File: src/design/ubf_pkg.sv
// Shared types, depths and widths for the buffered UART byte FIFOs.
package ubf_pkg;

  localparam int RX_DEPTH = 64;
  localparam int TX_DEPTH = 64;
  localparam int LEVEL_W  = 7;

  localparam int RX_PTR_W = $clog2(RX_DEPTH);
  localparam int TX_PTR_W = $clog2(TX_DEPTH);
  localparam int RX_CNT_W = ($clog2(RX_DEPTH + 1) > LEVEL_W) ? $clog2(RX_DEPTH + 1) : LEVEL_W;
  localparam int TX_CNT_W = ($clog2(TX_DEPTH + 1) > LEVEL_W) ? $clog2(TX_DEPTH + 1) : LEVEL_W;

  typedef enum logic [1:0] {
    KIND_RX_BYTE = 2'd0,
    KIND_READ    = 2'd1,
    KIND_SEND    = 2'd2,
    KIND_TX_DONE = 2'd3
  } kind_e;

  typedef struct packed {
    logic load;
    logic rx_push;
    logic rx_pop;
    logic tx_push;
    logic tx_direct;
    logic tx_pop;
    logic send_rej;
  } ubf_cmd_t;

  typedef struct packed {
    logic rx_empty;
    logic rx_full;
    logic tx_empty;
    logic tx_full;
  } ubf_status_t;

endpackage

File: src/design/buffered_uart_byte_fifos.sv
// Top level of the buffered UART byte FIFOs: controller plus datapath.
//
//   channel | handshake               | payload
//   --------+-------------------------+-------------------------------------------
//   in      | in_valid_i / in_ready_o | kind_i data_i rx_error_i tx_idle_i
//   out     | out_valid_o/out_ready_i | read_valid_o read_data_o tx_strobe_o
//           |                         | tx_byte_o send_rejected_o rx_level_o tx_level_o
//
// One beat in gives one beat out; the result is valid the cycle after acceptance.
// Items are handled one at a time, with a single registered memory access per
// item; a new input beat is accepted only after the previous result is taken.
// in_ready_o is registered and rises in the cycle after reset release; no clearing pass is needed.
// A stalled result holds and blocks the next input beat.
module buffered_uart_byte_fifos
  import ubf_pkg::*;
(
  input  logic               clk_i,
  input  logic               rst_ni,
  input  logic               in_valid_i,
  output logic               in_ready_o,
  input  logic [1:0]         kind_i,
  input  logic [7:0]         data_i,
  input  logic               rx_error_i,
  input  logic               tx_idle_i,
  output logic               out_valid_o,
  input  logic               out_ready_i,
  output logic               read_valid_o,
  output logic [7:0]         read_data_o,
  output logic               tx_strobe_o,
  output logic [7:0]         tx_byte_o,
  output logic               send_rejected_o,
  output logic [LEVEL_W-1:0] rx_level_o,
  output logic [LEVEL_W-1:0] tx_level_o
);

  ubf_cmd_t    cmd;
  ubf_status_t status;

  ubf_ctrl u_ctrl (
    .clk_i       (clk_i),
    .rst_ni      (rst_ni),
    .in_valid_i  (in_valid_i),
    .in_ready_o  (in_ready_o),
    .out_valid_o (out_valid_o),
    .out_ready_i (out_ready_i),
    .kind_i      (kind_i),
    .rx_error_i  (rx_error_i),
    .tx_idle_i   (tx_idle_i),
    .status_i    (status),
    .cmd_o       (cmd)
  );

  ubf_datapath u_datapath (
    .clk_i           (clk_i),
    .rst_ni          (rst_ni),
    .cmd_i           (cmd),
    .data_i          (data_i),
    .status_o        (status),
    .read_valid_o    (read_valid_o),
    .read_data_o     (read_data_o),
    .tx_strobe_o     (tx_strobe_o),
    .tx_byte_o       (tx_byte_o),
    .send_rejected_o (send_rejected_o),
    .rx_level_o      (rx_level_o),
    .tx_level_o      (tx_level_o)
  );

endmodule

File: src/design/ubf_ctrl.sv
// Controller: handshake sequencing and item decode into datapath commands.
module ubf_ctrl
  import ubf_pkg::*;
(
  input  logic        clk_i,
  input  logic        rst_ni,
  input  logic        in_valid_i,
  output logic        in_ready_o,
  output logic        out_valid_o,
  input  logic        out_ready_i,
  input  logic [1:0]  kind_i,
  input  logic        rx_error_i,
  input  logic        tx_idle_i,
  input  ubf_status_t status_i,
  output ubf_cmd_t    cmd_o
);

  typedef enum logic {
    ST_IDLE,
    ST_RESP
  } state_e;

  state_e state_q;
  logic   in_ready_q;
  logic   out_valid_q;
  logic   go;

  assign go          = in_valid_i & in_ready_q;
  assign in_ready_o  = in_ready_q;
  assign out_valid_o = out_valid_q;

  always_comb begin
    cmd_o      = '0;
    cmd_o.load = go;
    if (go) begin
      unique case (kind_e'(kind_i))
        KIND_RX_BYTE: cmd_o.rx_push = ~rx_error_i;
        KIND_READ:    cmd_o.rx_pop  = ~status_i.rx_empty;
        KIND_SEND: begin
          if (tx_idle_i && status_i.tx_empty) begin
            cmd_o.tx_direct = 1'b1;
          end else if (status_i.tx_full) begin
            cmd_o.send_rej = 1'b1;
          end else begin
            cmd_o.tx_push = 1'b1;
          end
        end
        KIND_TX_DONE: cmd_o.tx_pop = ~status_i.tx_empty;
        default: ;
      endcase
    end
  end

  always_ff @(posedge clk_i or negedge rst_ni) begin
    if (!rst_ni) begin
      state_q     <= ST_IDLE;
      in_ready_q  <= 1'b0;
      out_valid_q <= 1'b0;
    end else begin
      unique case (state_q)
        ST_IDLE: begin
          in_ready_q <= 1'b1;
          if (go) begin
            state_q     <= ST_RESP;
            in_ready_q  <= 1'b0;
            out_valid_q <= 1'b1;
          end
        end
        ST_RESP: begin
          if (out_ready_i) begin
            state_q     <= ST_IDLE;
            out_valid_q <= 1'b0;
            in_ready_q  <= 1'b1;
          end
        end
        default: state_q <= ST_IDLE;
      endcase
    end
  end

endmodule

File: src/design/ubf_datapath.sv
// Datapath: receive and transmit rings, pointers, counts and result registers.
module ubf_datapath
  import ubf_pkg::*;
(
  input  logic               clk_i,
  input  logic               rst_ni,
  input  ubf_cmd_t           cmd_i,
  input  logic [7:0]         data_i,
  output ubf_status_t        status_o,
  output logic               read_valid_o,
  output logic [7:0]         read_data_o,
  output logic               tx_strobe_o,
  output logic [7:0]         tx_byte_o,
  output logic               send_rejected_o,
  output logic [LEVEL_W-1:0] rx_level_o,
  output logic [LEVEL_W-1:0] tx_level_o
);

  logic [7:0] rx_mem [RX_DEPTH];
  logic [7:0] tx_mem [TX_DEPTH];

  logic [RX_PTR_W-1:0] rx_head_q, rx_head_d, rx_wslot;
  logic [RX_CNT_W-1:0] rx_cnt_q, rx_cnt_d;
  logic [TX_PTR_W-1:0] tx_head_q, tx_head_d, tx_wslot;
  logic [TX_CNT_W-1:0] tx_cnt_q, tx_cnt_d;
  logic [RX_PTR_W:0]   rx_sum;
  logic [TX_PTR_W:0]   tx_sum;

  logic [7:0] rx_rd_q, tx_rd_q, data_q;
  logic       read_valid_q, tx_strobe_q, tx_from_mem_q, send_rej_q;

  assign status_o.rx_empty = (rx_cnt_q == '0);
  assign status_o.rx_full  = (rx_cnt_q == RX_CNT_W'(RX_DEPTH));
  assign status_o.tx_empty = (tx_cnt_q == '0);
  assign status_o.tx_full  = (tx_cnt_q == TX_CNT_W'(TX_DEPTH));

  always_comb begin
    rx_sum = {1'b0, rx_head_q} + {1'b0, rx_cnt_q[RX_PTR_W-1:0]};
    if (status_o.rx_full) begin
      rx_wslot = (rx_head_q == '0) ? RX_PTR_W'(RX_DEPTH - 1) : rx_head_q - 1'b1;
    end else if (rx_sum >= (RX_PTR_W + 1)'(RX_DEPTH)) begin
      rx_wslot = RX_PTR_W'(rx_sum - (RX_PTR_W + 1)'(RX_DEPTH));
    end else begin
      rx_wslot = rx_sum[RX_PTR_W-1:0];
    end
    tx_sum = {1'b0, tx_head_q} + {1'b0, tx_cnt_q[TX_PTR_W-1:0]};
    if (tx_sum >= (TX_PTR_W + 1)'(TX_DEPTH)) begin
      tx_wslot = TX_PTR_W'(tx_sum - (TX_PTR_W + 1)'(TX_DEPTH));
    end else begin
      tx_wslot = tx_sum[TX_PTR_W-1:0];
    end
  end

  always_comb begin
    rx_head_d = rx_head_q;
    rx_cnt_d  = rx_cnt_q;
    tx_head_d = tx_head_q;
    tx_cnt_d  = tx_cnt_q;
    if (cmd_i.rx_push && !status_o.rx_full) begin
      rx_cnt_d = rx_cnt_q + 1'b1;
    end
    if (cmd_i.rx_pop) begin
      rx_cnt_d  = rx_cnt_q - 1'b1;
      rx_head_d = (rx_head_q == RX_PTR_W'(RX_DEPTH - 1)) ? '0 : rx_head_q + 1'b1;
    end
    if (cmd_i.tx_push) begin
      tx_cnt_d = tx_cnt_q + 1'b1;
    end
    if (cmd_i.tx_pop) begin
      tx_cnt_d  = tx_cnt_q - 1'b1;
      tx_head_d = (tx_head_q == TX_PTR_W'(TX_DEPTH - 1)) ? '0 : tx_head_q + 1'b1;
    end
  end

  always_ff @(posedge clk_i or negedge rst_ni) begin
    if (!rst_ni) begin
      rx_head_q     <= '0;
      rx_cnt_q      <= '0;
      tx_head_q     <= '0;
      tx_cnt_q      <= '0;
      read_valid_q  <= 1'b0;
      tx_strobe_q   <= 1'b0;
      tx_from_mem_q <= 1'b0;
      send_rej_q    <= 1'b0;
    end else begin
      rx_head_q <= rx_head_d;
      rx_cnt_q  <= rx_cnt_d;
      tx_head_q <= tx_head_d;
      tx_cnt_q  <= tx_cnt_d;
      if (cmd_i.load) begin
        read_valid_q  <= cmd_i.rx_pop;
        tx_strobe_q   <= cmd_i.tx_pop | cmd_i.tx_direct;
        tx_from_mem_q <= cmd_i.tx_pop;
        send_rej_q    <= cmd_i.send_rej;
      end
    end
  end

  always_ff @(posedge clk_i) begin
    if (cmd_i.load) begin
      data_q <= data_i;
    end
    if (cmd_i.rx_push) begin
      rx_mem[rx_wslot] <= data_i;
    end
    if (cmd_i.rx_pop) begin
      rx_rd_q <= rx_mem[rx_head_q];
    end
    if (cmd_i.tx_push) begin
      tx_mem[tx_wslot] <= data_i;
    end
    if (cmd_i.tx_pop) begin
      tx_rd_q <= tx_mem[tx_head_q];
    end
  end

  assign read_valid_o    = read_valid_q;
  assign read_data_o     = read_valid_q ? rx_rd_q : 8'd0;
  assign tx_strobe_o     = tx_strobe_q;
  assign tx_byte_o       = !tx_strobe_q ? 8'd0 : (tx_from_mem_q ? tx_rd_q : data_q);
  assign send_rejected_o = send_rej_q;
  assign rx_level_o      = rx_cnt_q[LEVEL_W-1:0];
  assign tx_level_o      = tx_cnt_q[LEVEL_W-1:0];

endmodule

File: config.mk
export PLATFORM = sky130hd
export DESIGN_NAME = buffered_uart_byte_fifos
export DESIGN_NICKNAME = d
export VERILOG_FILES = /design/src/design/ubf_pkg.sv /design/src/design/buffered_uart_byte_fifos.sv /design/src/design/ubf_ctrl.sv /design/src/design/ubf_datapath.sv
export SDC_FILE = /design/constraint.sdc
export NUM_CORES = 1
export LEC_CHECK = 0
export BUFFER_PORTS_ARGS = -buffer_cell sky130_fd_sc_hd__buf_2
export CAP_MARGIN = 15
export CORE_AREA = 2 2 303 305
export DETAILED_ROUTE_END_ITERATION = 12
export DIE_AREA = 0 0 305 307
export GPL_TIMING_DRIVEN = 1
export PLACE_DENSITY_LB_ADDON = 0.15
export SYNTH_ARGS = -nofsm -noshare
export SYNTH_HDL_FRONTEND = slang
export SYNTH_SLANG_ARGS = --single-unit
export TNS_END_PERCENT = 20
File: constraint.sdc
create_clock -name clk_i -period 4 [get_ports clk_i]
set_input_delay 0.2 -clock clk_i [delete_from_list [all_inputs] [get_ports clk_i]]
set_output_delay 0.2 -clock clk_i [all_outputs]
set_load 0.005 [all_outputs]
-- After elaboration in Yosys (flattened, before gate mapping)
Memory sizes are Yosys's and may differ from the RTL's. A register that Yosys moved wholly into a read port is not among the register bits.
Index checks and enable logic that the tools add are counted.
- $add $sub $neg: 11
- order comparisons: 2
- equal/unequal tests: 9
- mux-type cells: 37
- bitwise operators: 6
- reduce and logical (&&, ||, !) cells: 10
- operators with widths (cell ; count):
    6-bit 2-to-1 mux ; 7
    7-bit 2-to-1 mux ; 4
    8-bit 2-to-1 mux ; 3
    1-bit 2-to-1 mux ; 19
    6-bit by 1-bit subtractor with 6-bit output, second input constant ; 3
    6-bit by 6-bit adder with 7-bit output ; 2
    7-bit by 1-bit adder with 7-bit output, second input constant ; 2
    7-bit == test, second input constant ; 2
    7-bit greater-or-equal comparator, second input constant ; 2
    7-bit zero test ; 2
    7-bit by 1-bit subtractor with 7-bit output, second input constant ; 2
    6-bit by 1-bit adder with 6-bit output, second input constant ; 2
    6-bit == test, second input constant ; 2
    6-bit zero test ; 1
    1-bit one-hot mux with 2 select lines ; 3
    2-bit == test, second input constant ; 2
    1-bit inverter ; 4
    2-bit nonzero test ; 2
    2-bit by 1-bit == test with 1-bit output, second input constant ; 1
    1-bit logical AND ; 2
    2-bit zero test ; 1
    2-bit 2-to-1 mux ; 1
    2-bit by 1-bit inequality test with 1-bit output, second input constant ; 1
    2-bit inequality test, second input constant ; 1
    4 further kinds ; 4
- register bits after elaboration: 41
- RAM bits: 1024
- input bits: 16
- output and inout port bits: 35
- logic and storage cells: 89
- memories: 2
- memory list (memory ; depth ; bits a word ; rd ports ; clocked after memory_dff ; wr ports ; line ; text):
    u_datapath.rx_mem ; 64 ; 8 ; 1 ; 1 ; 1 ; ubf_datapath.sv:19 ; logic [7:0] rx_mem [RX_DEPTH];
    u_datapath.tx_mem ; 64 ; 8 ; 1 ; 1 ; 1 ; ubf_datapath.sv:20 ; logic [7:0] tx_mem [TX_DEPTH];

-- Logic depth before layout (Yosys ltp)
- depth after elaboration: 8
- gate-level depth with buffers: 13
- depth with buffers taken out: 11

-- Modules after synthesis
From an unflattened synthesis, not the netlist that was laid out.
- cell total of the unflattened synthesis: 2146
- area total of the unflattened synthesis: 43185.2 µm²
- modules (own cells, without submodules) (module ; instances ; cells each ; area each (µm²) ; sequential area each (µm²)):
    ubf_datapath ; 1 ; 2125 ; 42983.7 ; 32220.9
    ubf_ctrl ; 1 ; 21 ; 201.4 ; 75.1

-- Worst setup path before layout
No wires, ideal clock.
- path kind: reg2reg
- start point: register u_datapath.rx_head_q[1]
- end point: memory u_datapath.rx_mem[60][0] (enable)
- setup time: 383 ps
- data arrival time: 3231 ps
- required time: 3617 ps
- slack: 386 ps
- cell stages (with the launch flop): 13
- clock period less this slack: 3614 ps
- cell sequence: dfrtp_1 > clkbuf_1 > buf_2 > buf_1 > inv_1 > ha_1 > or4b_1 > nor2_1 > o21ai_0 > o21ai_1 > nand2_1 > clkbuf_1 > nor3_1
- longest elaborated chain between the ends: 4
- RTL lines (item ; line ; text):
    start, declared ; ubf_datapath.sv:22 ; logic [RX_PTR_W-1:0] rx_head_q, rx_head_d, rx_wslot;
    start signal, assigned ; ubf_datapath.sv:86 ; rx_head_q <= rx_head_d;
    6-bit by 6-bit adder with 7-bit output ; ubf_datapath.sv:38 ; rx_sum = {1'b0, rx_head_q} + {1'b0, rx_cnt_q[RX_PTR_W-1:0]};
    6-bit by 1-bit subtractor with 6-bit output / 7-bit greater-or-equal comparator (equally long branches) ; ubf_datapath.sv:42, ubf_datapath.sv:41 ;
    6-bit 2-to-1 mux ; ubf_datapath.sv:41 ; end else if (rx_sum >= (RX_PTR_W + 1)'(RX_DEPTH)) begin
    6-bit 2-to-1 mux (*) ; ubf_datapath.sv:39 ; if (status_o.rx_full) begin
    end, declared ; ubf_datapath.sv:19 ;
Every way passes the cells marked *; elsewhere a longest branch is shown, timed or not.

-- Worst setup path in the final report
- start point: register u_datapath.rx_head_q[0]
- end point: memory u_datapath.rx_mem[33][6] (enable)
Same word-level chain as after synthesis.

==> flow_metrics.env <==
export IMPL_run_status="completed"
export IMPL_die_y_um=307
export IMPL_overflow=0
export IMPL_placed_cells=3455
export IMPL_synth_distinct_cells=75
export IMPL_cp_max_fo=12
export IMPL_synth_edf_count=1048
export IMPL_min_delay_start="kind_i[1]"
export IMPL_area_growth_syn_to_layout_pct=14.2
export IMPL_min_path_cells=4
export IMPL_power_per_cell_area_mw_per_mm2=663
export IMPL_crit_family="simple AND/OR/NAND/NOR gates"
export IMPL_r2r_end="u_datapath.rx_mem[33][6]$_DFFE_PP_"
export IMPL_postSynthCellCount=2170
export IMPL_rows=111
export IMPL_grt_pass1_wl_um=153000
export IMPL_max_stage_delay_ps=740
export IMPL_ant_nets=0
export IMPL_synth_top_area_share_pct=73.0
export IMPL_post_dp_hpwl_um=65100
export IMPL_finalHoldViolations=0
export IMPL_port_buffers=50
export IMPL_ys_seq_area_share_pct=75.0
export IMPL_setup_viol=0
export IMPL_fin_crit_sh_pct=93.1
export IMPL_wl_per_cell_um=28.2
export IMPL_crit_chain="ha_1 -> fa_1 -> xor2_1 -> a311oi_1 -> a31oi_1 -> buf_4 -> nor4b_1 -> and2_1"
export IMPL_min_period_ps=3720
export IMPL_grt_antenna_before_repair=3
export IMPL_vias_per_cell=6.05
export IMPL_ys_ff_latch=1081
export IMPL_htreeDepth=3
export IMPL_synth_commonest_cells="edfxtp_1, mux4_2, nor2_1, nand2_1"
export IMPL_synth_largest_area_cell="edfxtp_1"
export IMPL_leakage_nw=15.9
export IMPL_start_kind="flop"
export IMPL_track_usage_pct=22.3
export IMPL_drt_pass1_iterations=5
export IMPL_cp_slowest_cell="nor4b_1"
export IMPL_hold_path_endpoint="u_datapath.tx_from_mem_q$_DFFE_PN0P_"
export IMPL_multi_input_area_mm2=0.0102
export IMPL_slew_limit_headroom_pct=15.7
export IMPL_rsz0062_at_grt="false"
export IMPL_dieArea_mm2=0.0936
export IMPL_syn_area_per_cell_um2=19.9
export IMPL_initialDrtViolationCount=2914
export IMPL_reg2reg_from="u_datapath.rx_head_q[0]$_DFFE_PN0P_"
export IMPL_fp_coreArea_mm2=0.0907
export IMPL_final_nets=2429
export IMPL_grt_start_max_net_pins=126
export IMPL_cp_end_kind="flop"
export IMPL_syn_nets=2214
export IMPL_drive_gt1_share_pct=26.2
export IMPL_fin_tns_setup_ps=0
export IMPL_io_pins=51
export IMPL_ir_drop_mv=0.455
export IMPL_drv_cap=0
export IMPL_clock_sinks=1081
export IMPL_regArea_mm2=0.0323
export IMPL_final_max_slew_viol_count=0
export IMPL_dieWidth_um=305
export IMPL_drc=0
export IMPL_clock_fmax_ghz=0.269
export IMPL_path_buf_inv=1
export IMPL_clock_skew_ps=23.7
export IMPL_cp_data_required_time_ps=4330
export IMPL_routed_wl_um=104000
export IMPL_synth_flop_cell="edfxtp_1"
export IMPL_first_global_vias=22500
export IMPL_min_path_type="in -> reg"
export IMPL_yosysMostFrequentCell="edfxtp_1"
export IMPL_tightest_slew_ps=1260
export IMPL_cts_buffers=107
export IMPL_async_reset_ff_share_pct=3.05
export IMPL_via_count=22200
export IMPL_synth_area_leaders="edfxtp_1, mux4_2, dfrtp_1"
export IMPL_clk_latency_ps=680
export IMPL_reg2reg_depth=8
export IMPL_clk_pin_slew_ps=60
export IMPL_place_congestion=0.888
export IMPL_ctsRootBufferMaster="clkbuf_16"
export IMPL_stdcell_count=3667
export IMPL_cp_num_cells=8
export IMPL_nFillCells=6969
export IMPL_synth_warnings=0
export IMPL_cp_arrival_ps=4050
export IMPL_total_power_mw=32.6
export IMPL_r2r_setup_slack_ps=280
export IMPL_cts_tree="done"
export IMPL_syn_area_mm2=0.0431
export IMPL_cts_path_max_buffers=3
export IMPL_initial_core_util_pct=47.5
export IMPL_critPathKind="reg -> reg"
## placed cells by master (no fill, tap or decap), types with 12 or more instances in the layout
| cell type | netlist | routed |
|---|---|---|
| nor2b_1 | 24 | 24 |
| clkinv_2 | 0 | 26 |
| nand2_1 | 71 | 71 |
| nand3_1 | 31 | 31 |
| and2_1 | 22 | 22 |
| a21oi_1 | 39 | 39 |
| a221oi_1 | 12 | 12 |
| clkbuf_16 | 0 | 108 |
| o21ai_0 | 19 | 19 |
| nor3_1 | 34 | 34 |
| nor2_1 | 134 | 134 |
| dfrtp_1 | 33 | 28 |
| clkinv_1 | 2 | 28 |
| edfxtp_1 | 1048 | 1048 |
| xnor2_1 | 19 | 19 |
| and3_1 | 12 | 12 |
| nand2b_1 | 14 | 14 |
| o22ai_1 | 33 | 33 |
| buf_4 | 15 | 158 |
| inv_1 | 15 | 15 |
| clkbuf_1 | 49 | 13 |
| mux2i_1 | 49 | 49 |
| a22oi_1 | 47 | 47 |
| ha_1 | 24 | 24 |
| buf_2 | 34 | 42 |
| mux4_2 | 246 | 246 |
| bufinv_16 | 0 | 15 |
## per-layer routing
metal / GRT usage (%) / vias up / wire [um]
li1: - / 9396 / -
met1: 34.3 / 11700 / 46300
met2: 33.1 / 895 / 47000
met3: 4.40 / 145 / 8300
met4: 5.36 / 2 / 1910
met5: 0 / - / 18
## logic make-up (layout without fill, tap and decap cells)
family | after synthesis | after routing | synth area share (%)
multiplexers | 304 | 304 | 14.2
AO/OA/AOI/OAI | 226 | 226 | 3.66
other | 0 | 2 | 0
AND/OR/NAND/NOR | 380 | 380 | 4.36
flip-flops | 1081 | 1081 | 75.0
XOR/XNOR | 28 | 28 | 0.569
adder cells (fa/ha/maj) | 28 | 28 | 0.883
buffers and inverters | 123 | 432 | 1.34
## worst register-to-register path: cells and delay by family, from the launching register on
family	cells	cell delay, ps
AO/OA/AOI/OAI	2	470
XOR/XNOR	1	210
adder cells (fa/ha/maj)	2	680
buffers and inverters	1	210
flip-flops	1	570
AND/OR/NAND/NOR	2	1240
## state kept, by name, summed over array words and instances, names as in the netlist
register and count:
u_datapath.rx_head_q 6, u_datapath.tx_level_o 7, u_datapath.tx_rd_q 8, u_datapath.read_valid_o 1
u_datapath.tx_head_q 6, u_datapath.tx_from_mem_q 1, u_datapath.rx_mem 512, u_datapath.tx_strobe_o 1
u_datapath.rx_rd_q 8, u_ctrl.in_ready_o 1, u_ctrl.out_valid_o 1, u_datapath.data_q 8
u_datapath.rx_level_o 7, u_datapath.tx_mem 512, u_ctrl.state_q 1, u_datapath.send_rejected_o 1
## layout make-up
type	instances	area share [%]
diodes	2	0.0102
flip-flops and latches	1081	65.7
well taps	1186	3.02
clock inverters	80	1.61
clock buffers	123	5.65
multi-input cells	966	20.7
repair buffers	212	3.18
inverters	17	0.130
## worst max path at each step
stage / startpoint / end / slack [ps]
after floorplan: u_datapath.rx_head_q[1]$_DFFE_PN0P_ / u_datapath.rx_mem[60][0]$_DFFE_PP_ / 390
after global placement: u_datapath.rx_head_q[0]$_DFFE_PN0P_ / u_datapath.rx_mem[33][7]$_DFFE_PP_ / 270
after detailed placement: u_datapath.rx_head_q[0]$_DFFE_PN0P_ / u_datapath.rx_mem[33][5]$_DFFE_PP_ / 310
after CTS: u_datapath.rx_head_q[0]$_DFFE_PN0P_ / u_datapath.rx_mem[33][6]$_DFFE_PP_ / 280
after global routing: u_datapath.rx_head_q[0]$_DFFE_PN0P_ / u_datapath.rx_mem[33][1]$_DFFE_PP_ / 170
final: u_datapath.rx_head_q[0]$_DFFE_PN0P_ / u_datapath.rx_mem[33][6]$_DFFE_PP_ / 280
## through the flow
stage	cell area [um2]	worst slack [ps]	utilization [%]	hold WS, ps
detailed placement	45600	311	50.2	381
global placement	45600	273	50.2	357
floorplan	43100	386	-	-95.6
finish	49200	277	54.3	44.1
global route	49200	173	54.3	40.5
CTS	49200	279	54.3	11.4
## what timing repair did
item,4_1_cts,5_1_grt
resized for setup,0,0
endpoints found under the hold margin,41,0
setup buffers,0,0
hold buffers,7,0
## power by group
group	internal, mW	leakage, nW	switching [mW]	total [mW]
Combinational	3.74	4.35	5.52	9.25
Sequential	12.8	9.83	0.389	13.2
Clock	5.95	1.75	4.25	10.2
No activity file was read; power rests on OpenSTA's default activity.
